===== src/rtl/core/pfsl_pkg.sv =====
// ----------------------------------------------------------------------------
// pfsl_pkg: shared definitions for the push-front search list
// Widths, operation codes and the control bundle broadcast along the cells.
// ----------------------------------------------------------------------------
package pfsl_pkg;

   localparam int CAPACITY_DEF = 16;
   localparam int VALUE_W      = 32;
   localparam int MODE_W       = 2;

   // Operation codes carried in the mode field
   localparam logic [MODE_W-1:0] MODE_INSERT = 2'd0;
   localparam logic [MODE_W-1:0] MODE_FIND   = 2'd1;
   localparam logic [MODE_W-1:0] MODE_DELETE = 2'd2;

   // Command broadcast to every cell in the chain
   typedef struct packed {
      logic                      ins;  // shift one place towards the tail
      logic                      del;  // close the gap at the first match
      logic signed [VALUE_W-1:0] key;  // search key / inserted value
   } cell_ctl_type;

endpackage


===== src/rtl/core/pfsl_req_if.sv =====
// ----------------------------------------------------------------------------
// pfsl_req_if: request channel of the push-front search list
// Valid/ready handshake carrying one list operation per transaction.
// ----------------------------------------------------------------------------
interface pfsl_req_if
   import pfsl_pkg::*;
();
   logic                      valid;
   logic                      ready;
   logic [MODE_W-1:0]         mode;
   logic signed [VALUE_W-1:0] value;

   modport source (output valid, output mode, output value, input ready);
   modport sink   (input valid, input mode, input value, output ready);
endinterface


===== src/rtl/core/pfsl_rsp_if.sv =====
// ----------------------------------------------------------------------------
// pfsl_rsp_if: response channel of the push-front search list
// Valid/ready handshake carrying the outcome of one operation.
// ----------------------------------------------------------------------------
interface pfsl_rsp_if
   import pfsl_pkg::*;
#(
   parameter int CAPACITY = CAPACITY_DEF
) ();
   localparam int CNT_W = $clog2(CAPACITY + 1);

   logic             valid;
   logic             ready;
   logic             hit;
   logic             rejected;
   logic [CNT_W-1:0] count;
   logic             empty_res;

   modport source (output valid, output hit, output rejected, output count,
                   output empty_res, input ready);
   modport sink   (input valid, input hit, input rejected, input count,
                   input empty_res, output ready);
endinterface


===== src/rtl/core/pfsl_cell.sv =====
// ----------------------------------------------------------------------------
// pfsl_cell: one list position
// Holds one entry, compares it with the key and takes its neighbour's entry
// on an insert (from the head side) or a delete (from the tail side).
// ----------------------------------------------------------------------------
module pfsl_cell
   import pfsl_pkg::*;
#(
   parameter int CAPACITY = CAPACITY_DEF,
   parameter int INDEX    = 0
) (
   input  logic                              clock,
   input  cell_ctl_type                      ctl,
   input  logic [$clog2(CAPACITY+1)-1:0]     count,
   input  logic signed [VALUE_W-1:0]         head_value,
   input  logic signed [VALUE_W-1:0]         tail_value,
   input  logic                              seen_in,
   output logic                              seen_out,
   output logic signed [VALUE_W-1:0]         value
);
   localparam int CNT_W = $clog2(CAPACITY + 1);

   logic signed [VALUE_W-1:0] value_ff;
   logic signed [VALUE_W-1:0] value_in;
   logic                      occupied;
   logic                      match;

   // Compare against the key; only occupied positions take part
   assign occupied = count > CNT_W'(INDEX);
   assign match    = occupied && (value_ff == ctl.key);
   assign seen_out = seen_in | match;
   assign value    = value_ff;

   // Advance on insert, pull from the tail side at and after the first match
   always_comb begin
      value_in = value_ff;
      if (ctl.ins) begin
         value_in = head_value;
      end else if (ctl.del && seen_out) begin
         value_in = tail_value;
      end
   end

   always_ff @(posedge clock) begin
      value_ff <= value_in;
   end

endmodule


===== src/rtl/core/push_front_search_list.sv =====
// ----------------------------------------------------------------------------
// push_front_search_list: ordered list with insert at head, find and delete
// The outcome of each accepted request is held in a response register.
// Throughput: one operation per cycle while responses are taken; all cells
// compare and shift in parallel; the first-match flag ripples along the chain.
// Reset: synchronous, clears the entry count and the response valid.
// ----------------------------------------------------------------------------
module push_front_search_list
   import pfsl_pkg::*;
#(
   parameter int CAPACITY = CAPACITY_DEF
) (
   input  logic       clock,
   input  logic       reset,
   pfsl_req_if.sink   req,
   pfsl_rsp_if.source rsp
);
   localparam int CNT_W = $clog2(CAPACITY + 1);

   logic [CNT_W-1:0]          count_ff;
   logic [CNT_W-1:0]          count_in;
   logic                      rsp_valid_ff;
   logic                      hit_ff;
   logic                      hit_in;
   logic                      rejected_ff;
   logic                      rejected_in;
   logic                      accept;
   logic                      full;
   logic                      op_insert;
   logic                      op_find;
   logic                      op_delete;
   cell_ctl_type              ctl;
   logic [CAPACITY:0]         seen;
   logic signed [VALUE_W-1:0] cell_value [CAPACITY];

   // Accept a new transaction whenever the response slot is free or leaving
   assign req.ready = !rsp_valid_ff || rsp.ready;
   assign accept    = req.valid && req.ready;
   assign full      = count_ff == CNT_W'(CAPACITY);

   // Decode the operation
   always_comb begin
      op_insert = 1'b0;
      op_find   = 1'b0;
      op_delete = 1'b0;
      unique case (req.mode)
         MODE_INSERT: op_insert = 1'b1;
         MODE_FIND:   op_find   = 1'b1;
         MODE_DELETE: op_delete = 1'b1;
         default:     ;
      endcase
   end

   assign ctl.ins = accept && op_insert && !full;
   assign ctl.del = accept && op_delete;
   assign ctl.key = req.value;

   // Chain of cells, head at position 0
   assign seen[0] = 1'b0;
   for (genvar i = 0; i < CAPACITY; i++) begin : g_cell
      logic signed [VALUE_W-1:0] head_value;
      logic signed [VALUE_W-1:0] tail_value;

      if (i == 0) begin : g_head
         assign head_value = req.value;
      end else begin : g_mid
         assign head_value = cell_value[i-1];
      end
      if (i == CAPACITY - 1) begin : g_tail
         assign tail_value = cell_value[i];
      end else begin : g_body
         assign tail_value = cell_value[i+1];
      end

      pfsl_cell #(
         .CAPACITY (CAPACITY),
         .INDEX    (i)
      ) u_cell (
         .clock      (clock),
         .ctl        (ctl),
         .count      (count_ff),
         .head_value (head_value),
         .tail_value (tail_value),
         .seen_in    (seen[i]),
         .seen_out   (seen[i+1]),
         .value      (cell_value[i])
      );
   end

   // Work out the result and the new entry count
   always_comb begin
      hit_in      = (op_find || op_delete) && seen[CAPACITY];
      rejected_in = op_insert && full;
      count_in    = count_ff;
      if (ctl.ins) begin
         count_in = count_ff + CNT_W'(1);
      end else if (ctl.del && seen[CAPACITY]) begin
         count_in = count_ff - CNT_W'(1);
      end
   end

   // Hold the count and the response control
   always_ff @(posedge clock) begin
      if (reset) begin
         count_ff     <= '0;
         rsp_valid_ff <= 1'b0;
      end else begin
         if (accept) begin
            count_ff <= count_in;
         end
         if (req.ready) begin
            rsp_valid_ff <= req.valid;
         end
      end
   end

   // Response payload
   always_ff @(posedge clock) begin
      if (accept) begin
         hit_ff      <= hit_in;
         rejected_ff <= rejected_in;
      end
   end

   assign rsp.valid     = rsp_valid_ff;
   assign rsp.hit       = hit_ff;
   assign rsp.rejected  = rejected_ff;
   assign rsp.count     = count_ff;
   assign rsp.empty_res = count_ff == '0;

endmodule


===== src/flat_wrapper.sv =====
// flat-port wrapper written by rule: the top's interface ports become plain ports
module push_front_search_list_flat import pfsl_pkg::*;
#(
   parameter int CAPACITY = CAPACITY_DEF
)
  (clock, reset, req_valid, req_mode, req_value, req_ready, rsp_valid, rsp_hit, rsp_rejected, rsp_count, rsp_empty_res, rsp_ready);
  pfsl_req_if req_i ();
  pfsl_rsp_if #(.CAPACITY(CAPACITY)) rsp_i ();
  input  logic clock;
  input  logic reset;
  input wire logic [$bits(req_i.valid)-1:0] req_valid;
  input wire logic [$bits(req_i.mode)-1:0] req_mode;
  input wire logic [$bits(req_i.value)-1:0] req_value;
  output wire logic [$bits(req_i.ready)-1:0] req_ready;
  output wire logic [$bits(rsp_i.valid)-1:0] rsp_valid;
  output wire logic [$bits(rsp_i.hit)-1:0] rsp_hit;
  output wire logic [$bits(rsp_i.rejected)-1:0] rsp_rejected;
  output wire logic [$bits(rsp_i.count)-1:0] rsp_count;
  output wire logic [$bits(rsp_i.empty_res)-1:0] rsp_empty_res;
  input wire logic [$bits(rsp_i.ready)-1:0] rsp_ready;
  assign req_i.valid = req_valid;
  assign req_i.mode = req_mode;
  assign req_i.value = req_value;
  assign req_ready = req_i.ready;
  assign rsp_valid = rsp_i.valid;
  assign rsp_hit = rsp_i.hit;
  assign rsp_rejected = rsp_i.rejected;
  assign rsp_count = rsp_i.count;
  assign rsp_empty_res = rsp_i.empty_res;
  assign rsp_i.ready = rsp_ready;
  push_front_search_list #(.CAPACITY(CAPACITY)) u_core (.clock(clock), .reset(reset), .req(req_i), .rsp(rsp_i));
endmodule

===== config.mk =====
export PLATFORM = sky130hd
export DESIGN_NAME = push_front_search_list_flat
export DESIGN_NICKNAME = d
export VERILOG_FILES = /design/src/rtl/core/pfsl_pkg.sv /design/src/rtl/core/pfsl_req_if.sv /design/src/rtl/core/pfsl_rsp_if.sv /design/src/rtl/core/pfsl_cell.sv /design/src/rtl/core/push_front_search_list.sv /design/src/flat_wrapper.sv
export SDC_FILE = /design/constraint.sdc
export NUM_CORES = 2
export LEC_CHECK = 0
export BUFFER_PORTS_ARGS = -buffer_cell sky130_fd_sc_hd__buf_2
export CAP_MARGIN = 30
export CELL_PAD_IN_SITES_DETAIL_PLACEMENT = 1
export CELL_PAD_IN_SITES_GLOBAL_PLACEMENT = 1
export CORE_UTILIZATION = 30
export CTS_CLUSTER_DIAMETER = 150
export CTS_CLUSTER_SIZE = 30
export DETAILED_ROUTE_END_ITERATION = 16
export GPL_TIMING_DRIVEN = 0
export PLACE_DENSITY_LB_ADDON = 0.1
export SLEW_MARGIN = 20
export SYNTH_ARGS = -nofsm -noshare
export SYNTH_HDL_FRONTEND = slang
export SYNTH_SLANG_ARGS = --single-unit

===== constraint.sdc =====
create_clock -name clock -period 5.6 [get_ports clock]
set_clock_uncertainty 0.05 [all_clocks]
set_input_delay 0.84 -clock clock [delete_from_list [all_inputs] [get_ports clock]]
set_output_delay 0.84 -clock clock [all_outputs]
set_load 0.01 [all_outputs]

== Word-level counts from Yosys, hierarchy flattened ==
Index checks and enable logic that the tools add are counted.
Storage, ports and cells
  register bits after elaboration: 520
  latch bits: 0
  memory bits (writable): 0
  memory bits (read-only): 0
  input bits: 38
  output and inout bits: 10
  word-level logic and storage cells: 168
  memories: 0
Cells by class
  add/sub/neg operators: 2
  multipliers: 0
  div/mod/pow operators: 0
  magnitude comparators: 16
  equal/unequal tests: 19
  shift-type cells: 0
  muxes and demuxes: 35
  bitwise logic cells: 15
  reduce and logical (&&, ||, !) cells: 61
Operator list (count)
  2-to-1 mux 32 bit: 30
  equality test 32 bit: 16
  > comparator 5 x 4 -> 1 bit, second input constant: 8
  logical AND 1 bit: 38
  nonzero test 2 bit: 16
  > comparator 5 x 3 -> 1 bit, second input constant: 4
  OR 1 bit: 15
  > comparator 5 x 1 -> 1 bit, second input constant: 2
  > comparator 5 x 2 -> 1 bit, second input constant: 2
  2-to-1 mux 5 bit: 2
  adder 5 x 1 -> 5 bit, second input constant: 1
  equality test 5 bit, second input constant: 1
  zero test 5 bit: 1
  subtractor 5 x 1 -> 5 bit, second input constant: 1
  2-to-1 mux 1 bit: 3
  equality test 2 x 1 -> 1 bit, second input constant: 1
  equality test 2 bit, second input constant: 1
  zero test 1 bit: 2
  zero test 2 bit: 1
  logical OR 1 bit: 2
  AND reduction 2 bit: 1

== Logic depth before layout (Yosys ltp) ==
  depth after elaboration: 20
  mapped depth: 12
  mapped depth without buffers: 10

== Modules after synthesis ==
From an unflattened synthesis, not the netlist that was laid out.
Unflattened totals
  cells, all modules: 1924
  area, all modules: 28229.6 um2
By module, submodules not included
  pfsl_cell at u_core.g_cell[4].u_cell ...: times used 2, cells an instance 117, area each 1741.7 um2, sequential area each 960.9 um2
  pfsl_cell at u_core.g_cell[14].u_cell ...: times used 2, cells an instance 116, area each 1727.9 um2, sequential area each 960.9 um2
  pfsl_cell at u_core.g_cell[11].u_cell ...: times used 2, cells an instance 116, area each 1721.7 um2, sequential area each 960.9 um2
  pfsl_cell at u_core.g_cell[5].u_cell: times used 1, cells an instance 116, area each 1757.9 um2, sequential area each 960.9 um2
  pfsl_cell at u_core.g_cell[1].u_cell: times used 1, cells an instance 116, area each 1756.7 um2, sequential area each 960.9 um2
  pfsl_cell at u_core.g_cell[12].u_cell: times used 1, cells an instance 123, area each 1744.2 um2, sequential area each 960.9 um2
  pfsl_cell at u_core.g_cell[8].u_cell: times used 1, cells an instance 117, area each 1740.4 um2, sequential area each 960.9 um2
  pfsl_cell at u_core.g_cell[0].u_cell: times used 1, cells an instance 119, area each 1732.9 um2, sequential area each 960.9 um2
  pfsl_cell at u_core.g_cell[10].u_cell: times used 1, cells an instance 117, area each 1732.9 um2, sequential area each 960.9 um2
  pfsl_cell at u_core.g_cell[2].u_cell: times used 1, cells an instance 118, area each 1727.9 um2, sequential area each 960.9 um2
  pfsl_cell at u_core.g_cell[13].u_cell: times used 1, cells an instance 116, area each 1726.7 um2, sequential area each 960.9 um2
  pfsl_cell at u_core.g_cell[7].u_cell: times used 1, cells an instance 115, area each 1716.6 um2, sequential area each 960.9 um2
  pfsl_cell at u_core.g_cell[15].u_cell: times used 1, cells an instance 116, area each 1710.4 um2, sequential area each 960.9 um2
  push_front_search_list: times used 1, cells an instance 53, area each 500.5 um2, sequential area each 180.2 um2

== Least setup slack after synthesis ==
No wires, ideal clock.
  kind: input port to flip-flop
  from: input req_value[23]
  to: register u_core.g_cell[13].u_cell.value_ff[0] (enable)
  library setup time: 466 ps
  data arrival time: 4707 ps
  required time: 5084 ps
  slack: 377 ps
  stages on the path: 9
  path buffers: 1
  path through: buf_4 > xor2_1 > nor4_1 > nand4_1 > or4_4 > o311ai_2 > nor3_2 > and3_1 > o21ai_0
Between the ends
  word-level cells in the longest chain between the ends: 17
  elaborated cells on any way between the ends: 43
Ends and longest elaborated chain
  from (decl): line flat_wrapper.sv:13  | input wire logic [$bits(req_i.value)-1:0] req_value;
  equality test 32 bit: line pfsl_cell.sv:30  | assign match = occupied && (value_ff == ctl.key);
  logical AND 1 bit: line pfsl_cell.sv:30
  OR 1 bit (12 in a row): line pfsl_cell.sv:31  | assign seen_out = seen_in | match;
  OR 1 bit (*): line pfsl_cell.sv:31
  logical AND 1 bit (*): line pfsl_cell.sv:39  | end else if (ctl.del && seen_out) begin
  nonzero test 2 bit (no source line) (*)
  to (signal assigned): line pfsl_cell.sv:45  | value_ff <= value_in;
  to (decl): line pfsl_cell.sv:23  | logic signed [VALUE_W-1:0] value_ff;
Mark *: on every way between the ends. The rest lies on a longest branch, timed or not.
A chain may end at the register's enable or synchronous reset.

== Worst setup path after layout ==
  from: register u_core.count_ff[1], in the netlist u_core.rsp.count[1]
  to: register u_core.g_cell[7].u_cell.value_ff[27] (data pin)
Between the ends
  word-level cells in the longest chain between the ends: 4
Ends and longest elaborated chain
  from (decl): line push_front_search_list.sv:20  | logic [CNT_W-1:0] count_ff;
  from (signal assigned): line push_front_search_list.sv:109  | count_ff <= count_in;
  equality test 5 bit: line push_front_search_list.sv:39  | assign full = count_ff == CNT_W'(CAPACITY);
  zero test 1 bit: line push_front_search_list.sv:54  | assign ctl.ins = accept && op_insert && !full;
  logical AND 1 bit: line push_front_search_list.sv:54
  2-to-1 mux 32 bit: line pfsl_cell.sv:37  | if (ctl.ins) begin
  named net u_core.g_cell[7].u_cell.value_in[27]: line pfsl_cell.sv:24  | logic signed [VALUE_W-1:0] value_in;
  to (signal assigned): line pfsl_cell.sv:45
  to (decl): line pfsl_cell.sv:23
The timed path passes the listed nets, and every way through them passes these cells.

==> impl_metrics.csv <==
group,metric,value,unit
power,swShare,0.297,
floorplanning,die_h,309,µm
synth,synth_edf_count,514,
layout,fin_nets,3045,
layout,synthToLayoutAreaGrowth,10.0,%
detailed_routing,wl_per_cell,32.0,µm
synth,yosysSeqAreaShare,0.550,
global_route,grt_overflow,0,
setup_path,end_kind,"register",
place,gp_congestion,0.937,
clock_tree,numCtsBuffers,21,
job,cap_violations,0,
detailed_routing,vias,22500,
synth,syn_area_per_cell,9.61,µm²
sta,slew_viol_final,0,
place,placed_area,0.0305,mm²
setup_path,reg2reg_from,"u_core.rsp.count[1]",
hold_path,hold_depth,3,
power,p_switching,0.00232,W
layout,final_cells,4271,
sta,layout_setup_ws,1.13,ns
hold_path,hold_class,"primary input to register",
sta,max_freq,224,MHz
setup_path,critPathLaunchType,"register",
setup_path,path_class,"register to register",
global_route,grt_usage,0.283,
setup_path,critical-path-max-stage-delay,0.68,ns
sta,post-route-min-period,4.47,ns
synth,synthArstFlopShare,0,
setup_path,arrival,4.93,ns
sta,finalSetupViolCount,0,
place,pre_cts_ws,0.589,ns
power,seqPwrFrac,0.588,
setup_path,r2r_cells,12,
power,powerDensity,250,mW/mm²
clock_tree,cts.sinks,520,
detailed_routing,first_pass_iters,5,
detailed_routing,drtAntennaViolNets,0,
global_route,grt_pass1_wl,186000,µm
floorplanning,initial_core_util,0.303,
synth,synth_cells,2946,
synth,ys_warn_count,0,
global_route,grt_pass1_vias,23000,
status,status,"completed",
detailed_routing,routed_wl,137000,µm
clock_tree,clk_latency,0.64,ns
power,leakagePower,12.0,nW
synth,synth_area,0.0283,mm²
place,hpwl,104000,µm
clock_tree,cts_tree,"yes",
setup_path,crit_required,6.06,ns
synth,synth_seq_cells,520,
detailed_routing,drcViolationCount,0,
floorplanning,fp.dieW,309,µm
clock_tree,ctsHoldBuffers,0,
sta,relSlewSlack,0.325,
power,peakVddDrop,188,µV
layout,drive_gt1_frac,0.0517,
clock_tree,cts_root_buffer,"clkbuf_16",
floorplanning,rows,112,
detailed_routing,routed_via_density,5.26,
floorplanning,die_area,0.0956,mm²
hold_path,hold_end,"u_core.rsp.valid",
power,combPwrFrac,0.139,
setup_path,critPathSlowestCell,"clkbuf_1",
power,power.share.clock,0.273,
sta,rsz0062_at_grt,"false",
detailed_routing,drtIter0Drc,2503,
layout,layout_commonest_cell,"nand2_1",
layout,most-common-layout-cells,"nand2_1 (1444), edfxtp_1 (514), xor2_1 (292), xnor2_1 (218), clkbuf_1 (117)",
place,dp_cells,4231,
clock_tree,post_cts_buffers,0,
synth,syn_nets,2991,
clock_tree,cts_buffer_depth,3,
place,port_buffers,15,
clock_tree,htreeDepth,1,
synth,synth_ff_type,"edfxtp_1",
setup_path,cpMostUsedCell,"clkbuf_1",
floorplanning,pin_count,48,
setup_path,path_cells,"buf_2 > inv_1 > ha_1 > nand3_1 > nand3_1 > clkbuf_1 > inv_1 > buf_2 > clkbuf_1 > clkbuf_1 > nand2_1 > nand2_1",
sta,hold_violations,0,
floorplanning,coreArea,0.0933,mm²
global_route,grt_start_max_net_pins,33,
clock_tree,cts_resized,0,
setup_path,path_max_fanout,10,
sta,worst_slew_pin_slew,1.01,ns
synth,ys_types,55,
global_route,antenna_found_initial,1,
clock_tree,cts.reportedPaths.clkPinSlew,0.14,ns
setup_path,r2r-end,"u_core.g_cell[7].u_cell.value[27]",
power,internal_power,0.00547,W
layout,final_area,0.0311,mm²
setup_path,r2r_slack,1.13,ns
sta,finalCritPeriodShare,0.799,
hold_path,hold_path.startpoint,"req_valid",
-- cells in the mapped netlist, types with 2 or more instances --
master	instances	area [µm²]
nand4_1	71	444
nor3_2	2	20.0
or4_1	4	30.0
nor4_1	72	450
nor2_1	13	48.8
or2_2	2	12.5
nor3_1	22	110
o21ai_0	17	85.1
edfxtp_1	514	15400
nand3_1	15	75.1
nand3b_1	2	15.0
dfxtp_1	6	120
a2111o_1	2	22.5
buf_2	15	75.1
a2111oi_0	2	17.5
o31ai_1	2	15.0
a211oi_1	2	15.0
clkbuf_1	104	390
xnor2_1	218	1910
and2_1	4	25.0
a31oi_1	2	12.5
a21oi_1	7	35.0
xor2_1	292	2560
a21o_1	3	22.5
buf_6	23	259
buf_1	5	18.8
nor2b_1	3	18.8
ha_1	7	87.6
buf_4	32	240
and3_1	3	18.8
nand2_1	1445	5420
or3_1	3	18.8
inv_1	10	37.5
-- worst max-delay path by stage --
stage / startpoint / to / slack, ns / depth (start not counted)
finish: u_core.rsp.count[1] / u_core.g_cell[7].u_cell.value[27] / 1.13 / 12
detailed placement: req_value[20] / u_core.g_cell[13].u_cell.value[20] / 0.59 / 10
floorplan: req_value[23] / u_core.g_cell[13].u_cell.value[0] / 0.38 / 9
global placement: req_value[26] / u_core.g_cell[14].u_cell.value[19] / -2.84 / 10
CTS: u_core.rsp.count[1] / u_core.g_cell[0].u_cell.value[0] / 1.21 / 10
global route: u_core.rsp.count[1] / u_core.g_cell[13].u_cell.value[16] / 1.06 / 11
-- cell families (layout without fill, tap and decap cells) --
| group | after synthesis | after routing | synth area share |
|---|---|---|---|
| and+or+nand+nor | 1667 | 1667 | 0.239 |
| DFF | 520 | 520 | 0.550 |
| xor gates and xnor gates | 511 | 511 | 0.158 |
| buffers and inverters | 190 | 259 | 0.0368 |
| AOI/OAI and AO/OA | 48 | 48 | 0.0118 |
| adders and majority gates | 7 | 7 | 0.00309 |
| muxes | 3 | 3 | 0.00115 |
| other | 0 | 2 | 0 |
-- metrics by stage --
stage	hold WS, ns	setup TNS, ns	total power (W)	utilization
after floorplan	0.421	0	0.00520	-
after CTS	0.390	0	0.00780	0.334
after global routing	0.430	0	0.00796	0.334
after global placement	0.442	-909.28	0.00569	0.321
final	0.412	0	0.00779	0.334
after detailed placement	0.446	0	0.00573	0.327
-- power groups by stage --
| stage | Clock [W] | Sequential, W | Combinational [W] |
|---|---|---|---|
| 6_report | 0.00213 | 0.00458 | 0.00108 |
| 5_1_grt | 0.00223 | 0.00459 | 0.00114 |
| 4_1_cts | 0.00216 | 0.00458 | 0.00107 |
| 3_5_place_dp | 0 | 0.00467 | 0.00106 |
| 3_3_place_gp | 0 | 0.00468 | 0.00101 |
| 2_1_floorplan | 0 | 0.00459 | 0.000613 |
-- layout make-up --
cell class,instances,area [µm²]
Clock inverter,3,36.3
Fill cell,10800,62200
Inverter,10,37.5
Clock buffer,35,578
Tap cell,1254,1570
Timing Repair Buffer,31,500
Multi-Input combinational cell,2236,11900
Buffer,180,1010
Antenna cell,2,5.00
Sequential cell,520,15600
-- registers in the layout, indices dropped and copies added, names as in the netlist --
register / flops
u_core.rsp.valid: 1
u_core.rsp.hit: 1
u_core.rsp.count: 5
u_core.rsp.rejected: 1
u_core.g_cell.u_cell.value: 512
-- metal layers --
metal,wire (µm),track usage,up-vias
met5,0,0,-
met3,9230,0.0405,144
met1,60300,0.393,11700
li1,-,-,9772
met4,3810,0.0709,0
met2,63300,0.461,831
-- worst max-delay path: cells and delay by family, from the launching register on --
kind	cells	cell delay [ns]
simple gates	4	0.71
buf+inv	7	2.69
fa+ha+maj	1	0.32
flops	1	0.57
(Power assumes the default switching activity.)
